`src/rtl/bfd_pkg.sv`:
```
// ----------------------------------------------------------------------------
// bfd_pkg: shared types and constants for the box filter downsampler
// Default sizes, register map, reset values and the control/status bundles
// passed between the position tracker, controller and datapath.
// ----------------------------------------------------------------------------
package bfd_pkg;

	// default sizes for the top-level parameters
	localparam int DEF_MAX_WIDTH    = 4096;
	localparam int DEF_MAX_CHANNELS = 4;
	localparam int DEF_MAX_FACTOR   = 16;
	localparam int DEF_SAMPLE_BITS  = 16;

	// frame height limit is a fixed constant, not a top-level parameter
	localparam int MAX_HEIGHT = 4096;

	// configuration port
	localparam int CFG_IDX_W  = 8;
	localparam int CFG_DATA_W = 13;

	// register field widths
	localparam int BF_W   = 5;
	localparam int IW_W   = 13;
	localparam int IH_W   = 13;
	localparam int CCNT_W = 3;

	// output channel field width
	localparam int CHAN_OUT_W = 2;

	// register map
	localparam logic [CFG_IDX_W-1:0] REG_BLOCK_FACTOR  = CFG_IDX_W'(0);
	localparam logic [CFG_IDX_W-1:0] REG_IMAGE_WIDTH   = CFG_IDX_W'(1);
	localparam logic [CFG_IDX_W-1:0] REG_IMAGE_HEIGHT  = CFG_IDX_W'(2);
	localparam logic [CFG_IDX_W-1:0] REG_CHANNEL_COUNT = CFG_IDX_W'(3);

	// register reset values
	localparam logic [BF_W-1:0]   RST_BLOCK_FACTOR  = BF_W'(2);
	localparam logic [IW_W-1:0]   RST_IMAGE_WIDTH   = IW_W'(4096);
	localparam logic [IH_W-1:0]   RST_IMAGE_HEIGHT  = IH_W'(4096);
	localparam logic [CCNT_W-1:0] RST_CHANNEL_COUNT = CCNT_W'(4);

	// per-item flags from the position tracker
	typedef struct packed {
		logic first;   // first sample of its block: overwrite the band sum
		logic whole;   // sample lies in a whole block
		logic emit;    // last sample of a whole block
		logic done;    // that result closes the output frame
	} pos_flags_t;

	// controller -> datapath
	typedef struct packed {
		logic capture;
		logic acc;
		logic div_step;
		logic load_out;
	} ctrl_cmd_t;

	// datapath -> controller
	typedef struct packed {
		logic emit;
		logic div_last;
		logic out_busy;
	} dp_status_t;

endpackage

```
`src/rtl/bfd_ctrl.sv`:
```
// ----------------------------------------------------------------------------
// bfd_ctrl: sequencing of one sample through the datapath
// Capture and read, accumulate and write back, optional divide, then hand
// the result to the output register.
// ----------------------------------------------------------------------------
module bfd_ctrl import bfd_pkg::*; (
	input  logic       clk,
	input  logic       arst_n,
	input  logic       in_valid,
	output logic       in_ready,
	input  dp_status_t status,
	output ctrl_cmd_t  cmd
);

	typedef enum logic [3:0] {
		ST_IDLE = 4'b0001,
		ST_ACC  = 4'b0010,
		ST_DIV  = 4'b0100,
		ST_OUT  = 4'b1000
	} state_t;

	state_t state_q, state_d;

	always_comb begin
		state_d = state_q;
		unique case (state_q)
			ST_IDLE: if (in_valid) state_d = ST_ACC;
			ST_ACC:  state_d = status.emit ? ST_DIV : ST_IDLE;
			ST_DIV:  if (status.div_last) state_d = ST_OUT;
			ST_OUT:  if (!status.out_busy) state_d = ST_IDLE;
			default: state_d = ST_IDLE;
		endcase
	end

	always_ff @(posedge clk or negedge arst_n) begin
		if (!arst_n)
			state_q <= ST_IDLE;
		else
			state_q <= state_d;
	end

	assign in_ready     = state_q == ST_IDLE;
	assign cmd.capture  = (state_q == ST_IDLE) && in_valid;
	assign cmd.acc      = state_q == ST_ACC;
	assign cmd.div_step = state_q == ST_DIV;
	assign cmd.load_out = (state_q == ST_OUT) && !status.out_busy;

endmodule

```
`config.mk`:
```
export PLATFORM = sky130hd
export DESIGN_NAME = bfd_ctrl
export DESIGN_NICKNAME = d
export VERILOG_FILES = /design/src/rtl/bfd_pkg.sv /design/src/rtl/bfd_ctrl.sv
export SDC_FILE = /design/constraint.sdc
export NUM_CORES = 1
export LEC_CHECK = 0
export BUFFER_PORTS_ARGS = -buffer_cell sky130_fd_sc_hd__buf_2
export CAP_MARGIN = 15
export CELL_PAD_IN_SITES_DETAIL_PLACEMENT = 1
export CELL_PAD_IN_SITES_GLOBAL_PLACEMENT = 1
export CORE_AREA = 3 3 40 42
export CTS_CLUSTER_SIZE = 25
export DETAILED_ROUTE_END_ITERATION = 12
export DIE_AREA = 0 0 43 45
export PLACE_DENSITY_LB_ADDON = 0.1
export SETUP_SLACK_MARGIN = 0.3
export SLEW_MARGIN = 0
export SYNTH_ARGS = -nofsm -noshare
export SYNTH_HDL_FRONTEND = slang
export SYNTH_SLANG_ARGS = --single-unit
```
`constraint.sdc`:
```
create_clock -name clk -period 1.3 [get_ports clk]
set_input_delay 0.26 -clock clk [delete_from_list [all_inputs] [get_ports clk]]
set_output_delay 0.26 -clock clk [all_outputs]
set_load 0.02 [all_outputs]
```
==> key figures, run 1 <==
Outcome
  • Status: finished with violations
  • Violated checks: setup timing

Cells and area
  • Area taken by multi-input logic gates: 188 um2
  • Top Registers: state_q x4
  • Share of cells above drive strength 1: 0.638
  • Fin nets: 54
  • Post-route cell area: 470 um2
  • Synth-to-Final Area Change: 76.5%
  • Sequential cell area: 104 um2
  • Antenna cells: 0
  • Fill cell count: 154
  • Largest Register: state_q
  • Max FFs per register: 4

Clocking
  • Post-CTS setup buffers: 0
  • Worst skew pair latency: 240 ps
  • Clk sink count: 4
  • CTS max path bufs: 2
  • Htree depth: 1
  • CTS tree: yes
  • Worst-path clk slew: 50 ps
  • Root Buffer: clkbuf_4
  • Inserted Clock Buffers: 3

Worst setup path
  • CP Launch Type: flip-flop
  • Reg2Reg Depth: 5
  • Reg-to-reg critical path startpoint: state_q[1]$_DFFE_PN0P_
  • Critical Path, Cell by Cell: nor4b_4, and2_4, buf_6
  • Crit-path max FO: 3
  • Worst EP required: 1040 ps
  • Reg2Reg Setup Slack: 110 ps
  • Crit-path max cell delay: 520 ps
  • CP Capture Type: output pin
  • Reg2reg end: state_q[2]$_DFFE_PN0P_
  • Critical path class: flip-flop to output pin
  • CP Launch Point: state_q[0]$_DFFE_PN1P_
  • Slowest cell on the critical path: dfstp_2
  • Crit path DAT: 1280 ps

Synthesis
  • Simple-gate share of the synthesized area: 0.427
  • Synth area leader: dfrtp_1
  • Top_reg_cell synth: dfrtp_1
  • Synth Area in XOR/XNOR: 0
  • Syn_nets: 33
  • Synth Area in Adders: 0
  • Cells after Synth: 27
  • Compound-Gate Fraction of Synth Area: 0.117
  • Asr flop ratio synth: 1.00
  • Sequential cell area fraction in the yosys report: 0.380
  • Multiplexer share of the synthesized area: 0
  • EDFF count, synth: 0
  • Commonest cells in the synthesized netlist: dfrtp_1 (3), nand3b_1 (3)
  • Syn Std Cell Area: 267 um2
  • YS warnings: 0
  • Flops & latches, synth: 4
  • Share of the synthesized area in the top cell type: 0.282
  • Cell variety after synth: 19
  • Main combinational cell family by area after synthesis: simple AND/OR/NAND/NOR gates
  • Area contributors post-synth: dfrtp_1 (28%), dfstp_2 (9.9%), nor4b_4 (8.9%)
  • Syn Area/Cell: 9.87 um2

STA
  • Final setup viols: 5
  • Final period util: 1.18
  • F_max: 0.650 GHz
  • Hold Vio Cnt, Final: 0
  • Post-layout min period: 1540 ps
  • Pins Over Slew Limit: 0
  • Fin Hold WS: 271 ps
  • Worst Max-Slew Pin Slew: 256 ps
  • Slew Limit Headroom: 0.829
  • Max Clock Skew: 15.7 ps
  • RSZ-0062 raised after global routing: true
  • Final Worst Setup Slack: -240 ps

Global route
  • Gr ovfl total: 0
  • Global-route wire length before repair: 1.44 mm
  • Pin count of the biggest net entering global routing: 9
  • Initial antenna violation count: 0
  • Gr usage total: 0.100
  • Vias in the first global route: 335

Placement
  • Dpl ws: -53.8 ps
  • Final HPWL DP: 620 um
  • Port bufs: 10
  • GPL Wtd Cong: 0.776
  • DP Area: 380 um2

Die
  • Chip width: 43 um
  • CORE AREA: 1280 um2
  • Top Ports: 11
  • Die Span Y: 45 um
  • Starting Density: 0.207
  • FP Rows: 13
  • Die area: 1940 um2

Detailed routing
  • Vias/cell: 4.61
  • Post-DRT Antenna Nets: 0
  • Total number of vias: 286
  • TritonRoute pass-1 iters: 1
  • DRC: 0
  • Drt first-iter violations: 0
  • Detailed Route WL: 797 um
  • Post-detailed-route wirelength per cell: 12.9 um

Power and ir drop
  • P_leak: 0.196 nW
  • Worst VDD drop: 0.000535 V
  • Power Total: 0.721 mW
  • Pwr/cell area: 1530 nW/um2

Worst hold path
  • Hold WC Path Type: input port to flip-flop
  • Min-Delay Startpoint: in_valid
  • Worst Hold End: state_q[1]$_DFFE_PN0P_
  • Hold path depth: 2

Flow run
  • Max cap viols: 0
final cells by class:
| class | count | share of cell area |
|---|---|---|
| flip-flops and latches | 4 | 0.221 |
| multi-input cells | 20 | 0.399 |
| inverters | 1 | 0.00798 |
| repair buffers | 18 | 0.277 |
| well taps | 15 | 0.0399 |
| clock buffers | 4 | 0.0559 |
kinds of logic (layout without fill, tap and decap cells):
| kind of cell | Yosys count | count (layout) |
|---|---|---|
| DFF | 4 | 4 |
| and+or+nand+nor | 15 | 15 |
| buffers and inverters | 3 | 23 |
| AOI/OAI and AO/OA | 5 | 5 |
metrics by stage:
step                       util  TNS (ps)  instances
after CTS                 0.343     -1090         62
after floorplan               -      -424         27
after global routing      0.366     -1310         62
after global placement    0.296     -11.3         57
after detailed placement  0.296     -70.2         57
final                     0.366      -918         62
how the worst max path moves through the flow:
stage | endpoint | cells past startpoint
CTS | cmd[3] | 3
floorplan | cmd[3] | 3
global route | cmd[3] | 3
global placement | cmd[3] | 3
detailed placement | cmd[3] | 3
finish | cmd[3] | 3
worst max-delay path: cells and delay by family, from the launching register on:
family	cells	cell delay, ps
buffers and inverters	1	110
flip-flops	1	520
AND/OR/NAND/NOR	2	430
placed cells by master, fill, tap and decap left out, drive strengths merged:
master        n
and2          2
a21oi         1
a31oi         1
nor3b         1
dlygate4sd3   1
nor4b         2
clkbuf        4
buf          17
dfrtp         3
o21ai         1
nor4          1
inv           1
nor2          1
a211oi        2
nand3b        3
nand2         2
nand2b        1
dfstp         1
nor3          2
routing by layer:
metal / global-route usage / part of all wire
met5: 0 / 0
met1: 0.117 / 0.40
met2: 0.180 / 0.55
met4: 0.0542 / 0.021
met3: 0.0120 / 0.026
where the power goes:
part / leakage [nW] / internal (mW) / switching [mW] / total, mW
logic: 0.134 / 0.177 / 0.187 / 0.364
registers: 0.0479 / 0.159 / 0.0244 / 0.183
clock network: 0.0150 / 0.116 / 0.0577 / 0.173
repair_timing:
item	4_1_cts	5_1_grt
hold buffers	1	0
hold endpoints to repair	3	0
gates resized for setup	7	6
endpoints found under the setup margin	9	9
pin swaps	3	1
Note: power is estimated with default switching activity, not from simulation.
==> run 2, diff against run 1 <==
--- a/config.mk
+++ b/config.mk
@@ -13,7 +13,8 @@
 export CTS_CLUSTER_SIZE = 25
 export DETAILED_ROUTE_END_ITERATION = 12
 export DIE_AREA = 0 0 43 45
-export PLACE_DENSITY_LB_ADDON = 0.1
+export PLACE_DENSITY = 0.54
+export RECOVER_POWER = 100
 export SETUP_SLACK_MARGIN = 0.3
 export SLEW_MARGIN = 0
 export SYNTH_ARGS = -nofsm -noshare
==> key figures, run 2 (synthesized netlist as in run 1, its figures left out) <==
Power and ir drop
  • Pwr/cell area: 1520 nW/um2 (-0.68%)
  • Clock share of power: 0.217 (-0.023)
  • Worst VDD drop: 0.000723 V (+35%)
  • P_leak: 0.221 nW (+12%)
  • Switching pwr: 0.286 mW (+6.3%)
  • Pint: 0.515 mW (+14%)
  • Power Total: 0.802 mW (+11%)
  • Comb power frac: 0.552 (+0.047)
  • Seq pwr share: 0.231 (-0.023)
  • Switching Fraction: 0.357 (-0.0164)

Detailed routing
  • Post-DRT Antenna Nets: 0 (unchanged)
  • Vias/cell: 4.53 (-1.8%)
  • TritonRoute pass-1 iters: 3 (+2)
  • Detailed Route WL: 817 um (+2.5%)
  • Drt first-iter violations: 4 (+4)
  • DRC: 0 (unchanged)
  • Total number of vias: 299 (+4.5%)
  • Post-detailed-route wirelength per cell: 12.4 um (-3.7%)

Cells and area
  • Max FFs per register: 4 (unchanged)
  • Fin nets: 58 (+7.4%)
  • Synth-to-Final Area Change: 97.7%
  • Antenna cells: 0 (unchanged)
  • Post-layout util: 0.410 (+0.0438)
  • Largest Register: state_q
  • Share of cells above drive strength 1: 0.667 (+0.0284)
  • Top Registers: state_q x4
  • Commonest non-fill, non-tap cell in the layout: buf_6
  • Most frequent cells in the layout: buf_6 (8), buf_4 (6), buf_2 (5)

Worst setup path
  • Critical path's top delay family: simple AND/OR/NAND/NOR gates
  • Worst EP required: 1040 ps (about the same)
  • WP depth: 3 (unchanged)
  • Slowest cell on the critical path: dfrtp_2
  • CP Launch Type: flip-flop
  • Critical Path, Cell by Cell: nor4b_4, and2_4, buf_6
  • Reg2Reg Depth: 6 (+1)
  • Number of buffers and inverters on the critical path: 1 (unchanged)
  • CP Capture Type: output pin
  • Crit-path max cell delay: 440 ps (-80 ps)
  • Critical path class: flip-flop to output pin
  • Crit-path max FO: 4 (+1)
  • Crit path DAT: 1290 ps (about the same)

Flow run
  • Max cap viols: 0 (unchanged)

Global route
  • Gr ovfl total: 0 (unchanged)
  • Gr usage total: 0.0994 (-0.000835)
  • Pin count of the biggest net entering global routing: 9 (unchanged)
  • Global-route wire length before repair: 1.37 mm (-4.3%)
  • Vias in the first global route: 311 (-7.2%)
  • Initial antenna violation count: 0 (unchanged)

STA
  • F_max: 0.644 GHz (-0.83%)
  • RSZ-0062 raised after global routing: true
  • Worst Max-Slew Pin Slew: 242 ps (-13.8 ps)
  • Fin Hold WS: 272 ps (+0.532 ps)
  • Final setup viols: 5 (unchanged)
  • Pins Over Slew Limit: 0 (unchanged)
  • Hold Vio Cnt, Final: 0 (unchanged)
  • Post-layout min period: 1550 ps (+12.8 ps)
  • Max Clock Skew: 6.76 ps (-8.93 ps)
  • Final period util: 1.19 (+0.00988)
  • Slew Limit Headroom: 0.838 (+0.00925)
  • Final Worst Setup Slack: -252 ps (-12.8 ps)

Clocking
  • Clk sink count: 4 (unchanged)
  • Inserted Clock Buffers: 3 (unchanged)
  • Worst skew pair latency: 240 ps (about the same)
  • Worst-path clk slew: 40 ps (about the same)
  • Root Buffer: clkbuf_4
  • Htree depth: 1 (unchanged)
  • CTS tree: yes
  • CTS max path bufs: 2 (unchanged)

Die
  • Starting Density: 0.207 (unchanged)
  • Top Ports: 11 (unchanged)
  • Die area: 1940 um2 (unchanged)
  • CORE AREA: 1280 um2 (unchanged)
  • Chip width: 43 um (unchanged)
  • FP Rows: 13 (unchanged)
  • Die Span Y: 45 um (unchanged)

Placement
  • Port bufs: 10 (unchanged)
  • Final HPWL DP: 574 um (-7.3%)
  • GPL Wtd Cong: 0.780 (+0.53%)

Worst hold path
  • Hold path depth: 2 (unchanged)
  • Hold WC Path Type: input port to flip-flop

Outcome
  • Violated checks: setup timing
  • Status: finished with violations
[run 2: changes by cell type in the layout (fill, tap and decap cells not counted)]
cell	previous run	this run
buf_4	9	6
clkbuf_4	3	4
buf_6	2	8
buf_2	6	5
a211oi_1	1	0
clkbuf_1	1	2
a211oi_2	1	2
[run 2: layout make-up]
cell class / instances / area (um2)
clock buffers: 4 / 26.3
multi-input cells: 20 / 193
inverters: 1 / 3.75
flip-flops and latches: 4 / 104
fillers: 153 / 758
well taps: 15 / 18.8
repair buffers: 22 / 181
[run 2: what timing repair did]
action / CTS / global route
endpoints found under the hold margin: 3 / 0
setup buffers: 2 / 3
endpoints found under the setup margin: 9 / 9
gates resized for setup: 16 / 5
hold buffers: 1 / 0
pin swaps: 6 / 3
[run 2: final timing paths]
path,startpoint,to,slack (ps)
worst max-delay path,state_q[3]$_DFFE_PN0P_,cmd[3],-250
worst min-delay path,in_valid,state_q[1]$_DFFE_PN0P_,270
worst max register to register,state_q[1]$_DFFE_PN0P_,state_q[2]$_DFFE_PN0P_,50
worst min register to register,state_q[1]$_DFFE_PN0P_,state_q[1]$_DFFE_PN0P_,620
max in group asynchronous,arst_n,state_q[0]$_DFFE_PN1P_,670
min in group asynchronous,arst_n,state_q[1]$_DFFE_PN0P_,380
[run 2: power by group through the flow]
stage	combinational (mW)	clock (mW)	sequential [mW]
floorplan	0.231	0	0.176
global route	0.475	0.211	0.190
detailed placement	0.298	0	0.187
global placement	0.295	0	0.185
finish	0.442	0.174	0.186
CTS	0.386	0.182	0.189
[run 2: per-stage QoR]
step,setup TNS [ps],worst slack (ps),area [um2],instances
after global routing,-1530,-336,527,66
after detailed placement,-68.3,-59.7,373,56
after floorplan,-424,-197,282,27
final,-978,-252,527,66
after CTS,-1060,-282,487,63
after global placement,-13.1,-13.1,373,56
[run 2: layer usage]
metal  vias up  GRT usage  wire length [um]
li1        148          -                 -
met1       142      0.114               367
met2         9      0.153               403
met3         0     0.0598                45
met4         0     0.0361                 0
met5         -          0                 0
[run 2: worst register-to-register path, stage by stage, from the launching register on]
cell,delay [ps]
dfrtp_1,400
clkbuf_4,180
buf_6,120
buf_6,120
nor3b_2,160
a31oi_1,50
nor3_1,140
