===== config.mk =====
export PLATFORM = sky130hd
export DESIGN_NAME = bfd_pos
export DESIGN_NICKNAME = d
export VERILOG_FILES = /design/src/rtl/bfd_pkg.sv /design/src/rtl/bfd_pos.sv
export SDC_FILE = /design/constraint.sdc
export NUM_CORES = 1
export LEC_CHECK = 0
export ABC_CLOCK_PERIOD_IN_PS = 6100
export BUFFER_PORTS_ARGS = -buffer_cell sky130_fd_sc_hd__buf_2
export CORE_MARGIN = 1
export CORE_UTILIZATION = 60
export CTS_CLUSTER_DIAMETER = 200
export DETAILED_ROUTE_END_ITERATION = 6
export PLACE_DENSITY = 0.82
export SYNTH_ARGS = -nofsm -noshare
export SYNTH_HDL_FRONTEND = slang
export SYNTH_SLANG_ARGS = --single-unit
export TNS_END_PERCENT = 5

===== constraint.sdc =====
create_clock -name clk -period 6.1 [get_ports clk]
set_input_delay 1.22 -clock clk [delete_from_list [all_inputs] [get_ports clk]]
set_output_delay 1.22 -clock clk [all_outputs]
set_load 0.02 [all_outputs]

===== src/rtl/bfd_pkg.sv =====
// ----------------------------------------------------------------------------
// bfd_pkg: shared types and constants for the box filter downsampler
// Default sizes, register map, reset values and the control/status bundles
// passed between the position tracker, controller and datapath.
// ----------------------------------------------------------------------------
package bfd_pkg;

	// default sizes for the top-level parameters
	localparam int DEF_MAX_WIDTH    = 4096;
	localparam int DEF_MAX_CHANNELS = 4;
	localparam int DEF_MAX_FACTOR   = 16;
	localparam int DEF_SAMPLE_BITS  = 16;

	// frame height limit is a fixed constant, not a top-level parameter
	localparam int MAX_HEIGHT = 4096;

	// configuration port
	localparam int CFG_IDX_W  = 8;
	localparam int CFG_DATA_W = 13;

	// register field widths
	localparam int BF_W   = 5;
	localparam int IW_W   = 13;
	localparam int IH_W   = 13;
	localparam int CCNT_W = 3;

	// output channel field width
	localparam int CHAN_OUT_W = 2;

	// register map
	localparam logic [CFG_IDX_W-1:0] REG_BLOCK_FACTOR  = CFG_IDX_W'(0);
	localparam logic [CFG_IDX_W-1:0] REG_IMAGE_WIDTH   = CFG_IDX_W'(1);
	localparam logic [CFG_IDX_W-1:0] REG_IMAGE_HEIGHT  = CFG_IDX_W'(2);
	localparam logic [CFG_IDX_W-1:0] REG_CHANNEL_COUNT = CFG_IDX_W'(3);

	// register reset values
	localparam logic [BF_W-1:0]   RST_BLOCK_FACTOR  = BF_W'(2);
	localparam logic [IW_W-1:0]   RST_IMAGE_WIDTH   = IW_W'(4096);
	localparam logic [IH_W-1:0]   RST_IMAGE_HEIGHT  = IH_W'(4096);
	localparam logic [CCNT_W-1:0] RST_CHANNEL_COUNT = CCNT_W'(4);

	// per-item flags from the position tracker
	typedef struct packed {
		logic first;   // first sample of its block: overwrite the band sum
		logic whole;   // sample lies in a whole block
		logic emit;    // last sample of a whole block
		logic done;    // that result closes the output frame
	} pos_flags_t;

	// controller -> datapath
	typedef struct packed {
		logic capture;
		logic acc;
		logic div_step;
		logic load_out;
	} ctrl_cmd_t;

	// datapath -> controller
	typedef struct packed {
		logic emit;
		logic div_last;
		logic out_busy;
	} dp_status_t;

endpackage


===== src/rtl/bfd_pos.sv =====
// ----------------------------------------------------------------------------
// bfd_pos: configuration registers and raster position tracking
// Holds the four registers, clamps them, and keeps the channel, column,
// row and in-block counters plus the running block origin and band address.
// ----------------------------------------------------------------------------
module bfd_pos import bfd_pkg::*; #(
	parameter int MAX_WIDTH    = DEF_MAX_WIDTH,
	parameter int MAX_CHANNELS = DEF_MAX_CHANNELS,
	parameter int MAX_FACTOR   = DEF_MAX_FACTOR,
	localparam int ADDR_W = $clog2(MAX_WIDTH * MAX_CHANNELS),
	localparam int CH_W   = (MAX_CHANNELS > 1) ? $clog2(MAX_CHANNELS) : 1,
	localparam int FACT_W = $clog2(MAX_FACTOR + 1)
) (
	input  logic                  clk,
	input  logic                  arst_n,
	input  logic                  cfg_valid,
	input  logic [CFG_IDX_W-1:0]  cfg_index,
	input  logic [CFG_DATA_W-1:0] cfg_data,
	input  logic                  advance,
	output logic [ADDR_W-1:0]     addr,
	output logic [CH_W-1:0]       ch,
	output logic [FACT_W-1:0]     n,
	output pos_flags_t            flags
);

	localparam int CC_W      = $clog2(MAX_CHANNELS + 1);
	localparam int COL_W     = $clog2(MAX_WIDTH);
	localparam int ROW_W     = $clog2(MAX_HEIGHT);
	localparam int CIB_W     = $clog2(MAX_FACTOR);
	localparam int COL_EXT_W = $clog2(MAX_WIDTH + 2 * MAX_FACTOR + 1);
	localparam int ROW_EXT_W = $clog2(MAX_HEIGHT + 2 * MAX_FACTOR + 1);

	logic [BF_W-1:0]   bf_q;
	logic [IW_W-1:0]   iw_q;
	logic [IH_W-1:0]   ih_q;
	logic [CCNT_W-1:0] cc_q;

	logic [CH_W-1:0]   ch_q;
	logic [COL_W-1:0]  col_q;
	logic [COL_W-1:0]  col_base_q;
	logic [ROW_W-1:0]  row_q;
	logic [ROW_W-1:0]  row_base_q;
	logic [CIB_W-1:0]  cib_q;
	logic [CIB_W-1:0]  rib_q;
	logic [ADDR_W-1:0] band_q;

	logic [COL_EXT_W-1:0] w;
	logic [ROW_EXT_W-1:0] h;
	logic [CC_W-1:0]      c;
	logic [COL_EXT_W-1:0] col_end;
	logic [ROW_EXT_W-1:0] row_end;
	logic                 cfg_known;
	logic                 last_ch, last_col, last_row, last_cib, last_rib;
	logic                 whole_col, whole_row, final_col, final_row;

	always_ff @(posedge clk or negedge arst_n) begin
		if (!arst_n) begin
			bf_q <= RST_BLOCK_FACTOR;
			iw_q <= RST_IMAGE_WIDTH;
			ih_q <= RST_IMAGE_HEIGHT;
			cc_q <= RST_CHANNEL_COUNT;
		end else if (cfg_valid) begin
			unique case (cfg_index)
				REG_BLOCK_FACTOR:  bf_q <= cfg_data[BF_W-1:0];
				REG_IMAGE_WIDTH:   iw_q <= cfg_data[IW_W-1:0];
				REG_IMAGE_HEIGHT:  ih_q <= cfg_data[IH_W-1:0];
				REG_CHANNEL_COUNT: cc_q <= cfg_data[CCNT_W-1:0];
				default: ;
			endcase
		end
	end

	assign cfg_known = cfg_valid && (cfg_index == REG_BLOCK_FACTOR ||
		cfg_index == REG_IMAGE_WIDTH || cfg_index == REG_IMAGE_HEIGHT ||
		cfg_index == REG_CHANNEL_COUNT);

	// zero reads as one, oversize saturates
	assign n = (bf_q == '0) ? FACT_W'(1) :
		(32'(bf_q) > MAX_FACTOR) ? FACT_W'(MAX_FACTOR) : FACT_W'(bf_q);
	assign w = (iw_q == '0) ? COL_EXT_W'(1) :
		(32'(iw_q) > MAX_WIDTH) ? COL_EXT_W'(MAX_WIDTH) : COL_EXT_W'(iw_q);
	assign h = (ih_q == '0) ? ROW_EXT_W'(1) :
		(32'(ih_q) > MAX_HEIGHT) ? ROW_EXT_W'(MAX_HEIGHT) : ROW_EXT_W'(ih_q);
	assign c = (cc_q == '0) ? CC_W'(1) :
		(32'(cc_q) > MAX_CHANNELS) ? CC_W'(MAX_CHANNELS) : CC_W'(cc_q);

	assign last_ch  = (CC_W'(ch_q) + CC_W'(1)) >= c;
	assign last_col = (COL_EXT_W'(col_q) + COL_EXT_W'(1)) >= w;
	assign last_row = (ROW_EXT_W'(row_q) + ROW_EXT_W'(1)) >= h;
	assign last_cib = (FACT_W'(cib_q) + FACT_W'(1)) >= n;
	assign last_rib = (FACT_W'(rib_q) + FACT_W'(1)) >= n;

	// block fits if origin + N <= size; it is the last one if origin + 2N > size
	assign col_end   = COL_EXT_W'(col_base_q) + COL_EXT_W'(n);
	assign row_end   = ROW_EXT_W'(row_base_q) + ROW_EXT_W'(n);
	assign whole_col = col_end <= w;
	assign whole_row = row_end <= h;
	assign final_col = (col_end + COL_EXT_W'(n)) > w;
	assign final_row = (row_end + ROW_EXT_W'(n)) > h;

	assign flags.first = (cib_q == '0) && (rib_q == '0);
	assign flags.whole = whole_col && whole_row;
	assign flags.emit  = whole_col && whole_row && last_cib && last_rib;
	assign flags.done  = final_col && final_row && last_ch;

	assign addr = band_q + ADDR_W'(ch_q);
	assign ch   = ch_q;

	always_ff @(posedge clk or negedge arst_n) begin
		if (!arst_n) begin
			ch_q       <= '0;
			col_q      <= '0;
			col_base_q <= '0;
			row_q      <= '0;
			row_base_q <= '0;
			cib_q      <= '0;
			rib_q      <= '0;
			band_q     <= '0;
		end else if (cfg_known) begin
			ch_q       <= '0;
			col_q      <= '0;
			col_base_q <= '0;
			row_q      <= '0;
			row_base_q <= '0;
			cib_q      <= '0;
			rib_q      <= '0;
			band_q     <= '0;
		end else if (advance) begin
			if (!last_ch) begin
				ch_q <= ch_q + CH_W'(1);
			end else begin
				ch_q <= '0;
				if (!last_col) begin
					col_q <= col_q + COL_W'(1);
					if (last_cib) begin
						cib_q      <= '0;
						col_base_q <= col_base_q + COL_W'(n);
						band_q     <= band_q + ADDR_W'(MAX_CHANNELS);
					end else begin
						cib_q <= cib_q + CIB_W'(1);
					end
				end else begin
					col_q      <= '0;
					cib_q      <= '0;
					col_base_q <= '0;
					band_q     <= '0;
					if (!last_row) begin
						row_q <= row_q + ROW_W'(1);
						if (last_rib) begin
							rib_q      <= '0;
							row_base_q <= row_base_q + ROW_W'(n);
						end else begin
							rib_q <= rib_q + CIB_W'(1);
						end
					end else begin
						row_q      <= '0;
						rib_q      <= '0;
						row_base_q <= '0;
					end
				end
			end
		end
	end

endmodule


==> impl_metrics.yaml, run 1 <==
setup_path:
  crit_path_end_kind: "primary output"
  timing.reg2reg.worst_path_depth: 13
  critical_path.max_fanout: 3
  arrival_time_at_the_worst_endpoint_ns: 4.75
  timing.critical_path.required_ns: 4.88
  worst-r2r-setup-slack_ns: 1.99
  timing_worst_setup_path_type: "reg -> out"
  rr_endpoint: "row_base_q[8]"
  worstReg2RegStart: "row_q[0]"
  critical_path.startpoint_type: "flip-flop"
floorplan:
  fp.coreArea_um2: 14000
  chipWidth_um: 123
  design.die.area_um2: 15000
  chipHeight_um: 123
  std_cell_rows: 43
  boundaryPins: 50
  floorplan.initialDensity_pct: 62.2
synthesis:
  ys.warnings.count: 0
  synth-compound-area-share_pct: 20.9
  synth.ff_latch_count: 104
  seq_area_frac_synth_pct: 29.8
  yosysUniqueCellTypes: 78
  post_synth_and_or_nand_nor_area_fraction_pct: 16.1
  syn_area_per_cell_um2: 9.41
  syn_nets: 1076
  synthAdderAreaFrac_pct: 18.0
  post_synth_instance_area_um2: 8740
  synth_flop_cell: "sky130_fd_sc_hd__dfrtp_1"
  muxShareOfSynthArea_pct: 5.67
  synth_top_family_by_area: "compound AO/OA/AOI/OAI gates"
  ys_async_sr_fraction_pct: 100
  netlist_instances: 928
  edff_count_synth: 0
  post_synth_xor_area_fraction_pct: 5.31
hold_path:
  hold_crit_start: "col_base_q[3]"
  hold_path_depth: 1
  min_to: "col_base_q[3]"
  hold_path_class: "reg -> reg"
clock_network:
  cts_buffers: 9
  path_clk_slew_ns: 0.07
  cts_sinks: 104
  cts_hold_buffers: 0
  cts-root-to-sink-buffers: 2
  tritoncts: "built"
  worstSkewPairLatency_ns: 0.36
  clock-root-buffer: "sky130_fd_sc_hd__clkbuf_16"
  clock_h_tree_levels: 3
power_and_ir_drop:
  worst_ir_drop_vdd_mv: 0.191
  static-leakage-power_nw: 4.76
  power-per-cell-area_nw_per_um2: 300
timing:
  clock_skew_ns: 0.00886
  drv_slew: 0
  post_route_setup_tns_ns: 0
  timing_hold_violations_final: 0
  setup_slack_ns: 0.128
  final_min_period_over_clock_period_pct: 97.9
  final_setup_violation_count: 0
  fmax_mhz: 167
  period_minus_slack_ns: 5.97
  worst_pin_slew_ns: 1.30
  timing.slew.headroom_pct: 13.0
  finalHoldWorstSlack_ns: 0.517
placement:
  gp_congestion: 0.936
  buffer_ports.inserted: 49
  pre_cts_slack_ns: 0.0519
  cell_count_after_placement: 1129
  hpwlAfterDp_um: 16100
routing:
  drt_drc_violations_left: 0
  drt-pass1-iter-count: 4
  drt_iter0_markers: 478
  drt.antenna.violating_nets: 0
  post_drt_via_cell_ratio: 6.40
  dr_total_vias: 7365
  routed_wirelength_um: 21800
  routed_wire_length_per_instance_um: 19.0
status:
  result_of_the_run: "finished, final reports clean"
finish:
  area_growth_syn_to_layout_pct: 12.0
  layout.core_utilization_pct: 69.7
  layout-drive-gt1-share_pct: 19.7
  final-instance-count-excl-fill: 1151
  antennaDiodeCount: 0
  final_net_count: 1114
global_routing:
  grtUsageTotal_pct: 29.8
  antenna_found_initial: 0
  grt_pass1_vias: 6827
  grt_max_degree: 71
  grt_pass1_wl_um: 34300
  grt.overflow.total: 0
flow_run:
  drv_cap: 0
==> cells in the final DEF (no fill, tap or decap), drive strengths merged, types with 10 or more instances in the layout <==
cell type  instances
dfrtp            100
a211oi            10
nor4              12
nor2              41
buf               75
mux2              36
and3              12
o21ai             52
nor3              19
nand4             18
ha               119
inv               44
xnor2             34
xor2              19
clkbuf            11
a21oi             36
a21o              30
o211ai            10
nand3             35
nand2             74
nand2b            16
nor2b             11
o21a              14
a22o              36
==> cells in the mapped netlist, drive strengths merged, types with 18 or more instances <==
| master | count | share of area (%) |
|---|---|---|
| o21ai | 52 | 3.0 |
| nand4 | 18 | 1.3 |
| ha | 119 | 17 |
| xor2 | 19 | 1.9 |
| nand2 | 74 | 3.2 |
| a22o | 36 | 3.6 |
| dfrtp | 100 | 29 |
| xnor2 | 34 | 3.4 |
| a21o | 30 | 2.6 |
| nor3 | 19 | 1.1 |
| nand3 | 35 | 2.0 |
| inv | 42 | 1.8 |
| mux2 | 36 | 4.6 |
| clkbuf | 32 | 1.4 |
| nor2 | 41 | 1.8 |
| a21oi | 36 | 2.1 |
==> cells by family (layout without fill, tap and decap cells) <==
logic type / after synthesis / in the layout
buffers and inverters: 90 / 133
DFF: 104 / 104
muxes: 45 / 45
xor gates and xnor gates: 53 / 53
adders and majority gates: 123 / 123
AOI/OAI and AO/OA: 249 / 249
and+or+nand+nor: 264 / 264
==> sequential cells by signal (all words and copies together), names as in the netlist, 5 cells and up <==
| register | count |
|---|---|
| row_base_q | 12 |
| row_q | 12 |
| col_base_q | 12 |
| bf_q | 5 |
| iw_q | 13 |
| ih_q | 13 |
| col_q | 12 |
| band_q | 12 |
==> metal layers <==
metal  up-vias  part of all wire (%)  global-route usage, %
li1       3524                     -                      -
met1      3537                    44                   39.5
met2       256                    48                   49.0
met3        48                   5.2                   4.23
met4         0                   2.8                   11.4
met5         -                     0                      0
==> layout make-up <==
class                      count  area [um2]
multi-input combinational    734        5990
sequential                   104        2610
tap                          180         225
inverter                      42         158
fill                        1051        4260
clock buffer                  11         243
timing repair buffer          75         445
clock inverter                 5         110
==> critical path: stages (launching register included) <==
cell,delay (ns)
sky130_fd_sc_hd__dfstp_2,0.55
sky130_fd_sc_hd__nor3_1,0.05
sky130_fd_sc_hd__o21ai_1,0.26
sky130_fd_sc_hd__inv_2,0.12
sky130_fd_sc_hd__ha_4,0.19
sky130_fd_sc_hd__fa_2,0.57
sky130_fd_sc_hd__inv_1,0.06
sky130_fd_sc_hd__fa_2,0.35
sky130_fd_sc_hd__nor2b_1,0.17
sky130_fd_sc_hd__o21ai_2,0.11
sky130_fd_sc_hd__a21boi_4,0.20
sky130_fd_sc_hd__o2111ai_4,0.17
sky130_fd_sc_hd__nor3_2,0.24
sky130_fd_sc_hd__xnor2_1,0.14
sky130_fd_sc_hd__ha_1,0.26
sky130_fd_sc_hd__nand4_1,0.16
sky130_fd_sc_hd__nor4_2,0.09
sky130_fd_sc_hd__a311o_1,0.28
sky130_fd_sc_hd__a221oi_2,0.23
sky130_fd_sc_hd__buf_4,0.19
==> worst max-delay path by stage <==
stage | from | end | slack (ns) | cells after the start
after detailed placement | bf_q[1] | flags[0] | 0.05 | 19
after CTS | bf_q[1] | flags[1] | 0.04 | 17
after global routing | bf_q[1] | flags[0] | -0.02 | 20
after floorplan | bf_q[1] | flags[0] | 0.08 | 18
after global placement | bf_q[1] | flags[0] | 0.15 | 19
final | bf_q[1] | flags[0] | 0.13 | 19
==> power by group <==
group | switching, mW | internal [mW] | total, mW
combinational | 0.885 | 0.540 | 1.43
clock | 0.274 | 0.417 | 0.691
sequential | 0.0722 | 0.747 | 0.819
total | 1.23 | 1.70 | 2.94
==> through the flow <==
stage               area [um2]  power, mW
detailed placement        9180       2.18
global route              9780       3.11
floorplan                 8740       1.82
CTS                       9590       2.90
finish                    9780       2.94
global placement          9180       2.15
==> repair_timing <==
| action | in CTS | in global routing |
|---|---|---|
| resized for setup | 13 | 37 |
| setup endpoints to repair | 2 | 3 |
| buffers inserted | 1 | 5 |
| pin swaps | 2 | 20 |
Note: power is estimated with default switching activity, not from simulation.
==> run 2, diff against run 1 <==
Settings changed: CTS_BUF_LIST set to sky130_fd_sc_hd__clkbuf_8.
==> impl_metrics.yaml, run 2 (synthesis gave the netlist of run 1 again) <==
routing:
  drt-pass1-iter-count: 4
  drt_drc_violations_left: 0
  routed_wirelength_um: 22100
  drt.antenna.violating_nets: 0
  drt_iter0_markers: 480
  post_drt_via_cell_ratio: 6.44
  dr_total_vias: 7427
  routed_wire_length_per_instance_um: 19.2
power_and_ir_drop:
  static-leakage-power_nw: 4.75
  power.share.combinational_pct: 51.1
  p_seq_share_pct: 29.3
  worst_ir_drop_vdd_mv: 0.191
  power_mw: 2.80
  netSwitchingFraction_pct: 43.8
  clock_power_share_pct: 19.6
  p_sw_mw: 1.23
  power-per-cell-area_nw_per_um2: 288
  p_int_mw: 1.57
setup_path:
  timing_worst_setup_path_type: "reg -> out"
  timing.critical_path.required_ns: 4.88
  critical_path.startpoint_type: "flip-flop"
  critical_path.max_fanout: 3
  crit_path_end_kind: "primary output"
  arrival_time_at_the_worst_endpoint_ns: 4.92
finish:
  most-common-layout-cells: "115 x sky130_fd_sc_hd__ha_1, 100 x sky130_fd_sc_hd__dfrtp_1, 73 x sky130_fd_sc_hd__nand2_1, 47 x sky130_fd_sc_hd__buf_2, 45 x sky130_fd_sc_hd__o21ai_0"
  final_net_count: 1117
  reg_top3: "ih_q x13, iw_q x13"
  design_area_um2: 9740
  layout.cells.most_common: "sky130_fd_sc_hd__ha_1"
  layout.core_utilization_pct: 69.4
  final-instance-count-excl-fill: 1154
  layout-drive-gt1-share_pct: 20.8
  area_growth_syn_to_layout_pct: 11.5
  antennaDiodeCount: 0
clock_network:
  cts-root-to-sink-buffers: 2
  tritoncts: "built"
  clock-root-buffer: "sky130_fd_sc_hd__clkbuf_8"
  path_clk_slew_ns: 0.11
  cts_sinks: 104
  clock_h_tree_levels: 3
  worstSkewPairLatency_ns: 0.40
  cts_buffers: 9
timing:
  final_min_period_over_clock_period_pct: 101
  worst_pin_slew_ns: 1.29
  drv_slew: 0
  setup_slack_ns: -0.0423
  post_route_setup_tns_ns: -0.0423
  period_minus_slack_ns: 6.14
  grt_setup_unrepaired: "yes"
  final_setup_violation_count: 1
  fmax_mhz: 163
  timing_hold_violations_final: 0
  clock_skew_ns: 0.00950
  timing.slew.headroom_pct: 13.6
floorplan:
  chipWidth_um: 123
  design.die.area_um2: 15000
  floorplan.initialDensity_pct: 62.2
  fp.coreArea_um2: 14000
  boundaryPins: 50
  chipHeight_um: 123
  std_cell_rows: 43
status:
  result_of_the_run: "finished, violations left"
  failed_checks: "negative setup slack"
global_routing:
  antenna_found_initial: 0
  grtUsageTotal_pct: 29.8
  grt_max_degree: 71
  grt_pass1_wl_um: 34400
  grt.overflow.total: 0
  grt_pass1_vias: 6842
flow_run:
  drv_cap: 0
placement:
  buffer_ports.inserted: 49
  gp_congestion: 0.936
  cell_count_after_placement: 1129
  hpwlAfterDp_um: 16100
  post_detailed_placement_cell_area_um2: 9180
hold_path:
  hold_path_class: "reg -> reg"
[run 2: cell count changes in the layout (fill, tap and decap cells not counted), sizes merged]
| cell | before | now |
|---|---|---|
| clkbuf | 11 | 10 |
| buf | 75 | 78 |
| clkinvlp | 0 | 1 |
[run 2: cell type report]
type | instances | area, um2
clock buffer | 10 | 138
tap | 180 | 225
inverter | 42 | 161
multi-input combinational | 734 | 6030
fill | 1040 | 4300
sequential | 104 | 2610
timing repair buffer | 78 | 468
clock inverter | 6 | 114
[run 2: timing repair]
action	4_1_cts	5_1_grt
resized for setup	16	42
pin swaps	3	22
buffers inserted	1	8
hold buffers	0	0
endpoints found under the setup margin	3	2
[run 2: worst max-delay path, cell delays in order (launching register included)]
cell                       delay, ns
sky130_fd_sc_hd__dfstp_2        0.57
sky130_fd_sc_hd__nor3_2         0.05
sky130_fd_sc_hd__o21ai_2        0.21
sky130_fd_sc_hd__inv_2          0.11
sky130_fd_sc_hd__ha_4           0.19
sky130_fd_sc_hd__fa_2           0.50
sky130_fd_sc_hd__buf_4          0.16
sky130_fd_sc_hd__ha_1           0.31
sky130_fd_sc_hd__a211oi_2       0.08
sky130_fd_sc_hd__o21ai_1        0.23
sky130_fd_sc_hd__a21o_1         0.18
sky130_fd_sc_hd__nand4b_1       0.16
sky130_fd_sc_hd__nor4_2         0.29
sky130_fd_sc_hd__xnor2_1        0.12
sky130_fd_sc_hd__ha_1           0.32
sky130_fd_sc_hd__nand4_1        0.16
sky130_fd_sc_hd__nor4_2         0.43
sky130_fd_sc_hd__a311o_1        0.21
sky130_fd_sc_hd__a221oi_2       0.06
sky130_fd_sc_hd__buf_4          0.18
[run 2: per-layer routing]
layer,vias to the layer above,GRT usage (%),part of all wire (%)
met5,-,0,0
met4,0,11.9,3.3
met3,63,5.81,4.8
met2,241,48.2,48
met1,3587,39.2,44
li1,3536,-,-
[run 2: through the flow]
stage | hold slack [ns] | worst slack [ns]
after global routing | 0.531 | -0.166
after detailed placement | 0.494 | 0.0519
after global placement | 0.491 | 0.153
after floorplan | 0.470 | 0.0833
final | 0.521 | -0.0423
after CTS | 0.523 | 0.000704
[run 2: final timing paths]
| kind | from | to | slack, ns | cells after the start |
|---|---|---|---|---|
| min in group asynchronous | arst_n | band_q[13] | 0.76 | 1 |
| hold / removal | col_base_q[4] | col_base_q[4] | 0.52 | 1 |
| setup reg to reg | row_q[0] | row_base_q[5] | 1.95 | 13 |
| hold reg to reg | col_base_q[4] | col_base_q[4] | 0.52 | 1 |
| setup / recovery | bf_q[1] | flags[0] | -0.04 | 19 |
| max in group asynchronous | arst_n | ih_q[4] | 4.07 | 2 |
[run 2: power by group through the flow]
stage	combinational [mW]	sequential (mW)	clock, mW
after global placement	1.33	0.827	0
final	1.43	0.819	0.549
after global routing	1.56	0.829	0.586
after detailed placement	1.35	0.828	0
after floorplan	1.01	0.815	0
after CTS	1.38	0.817	0.560
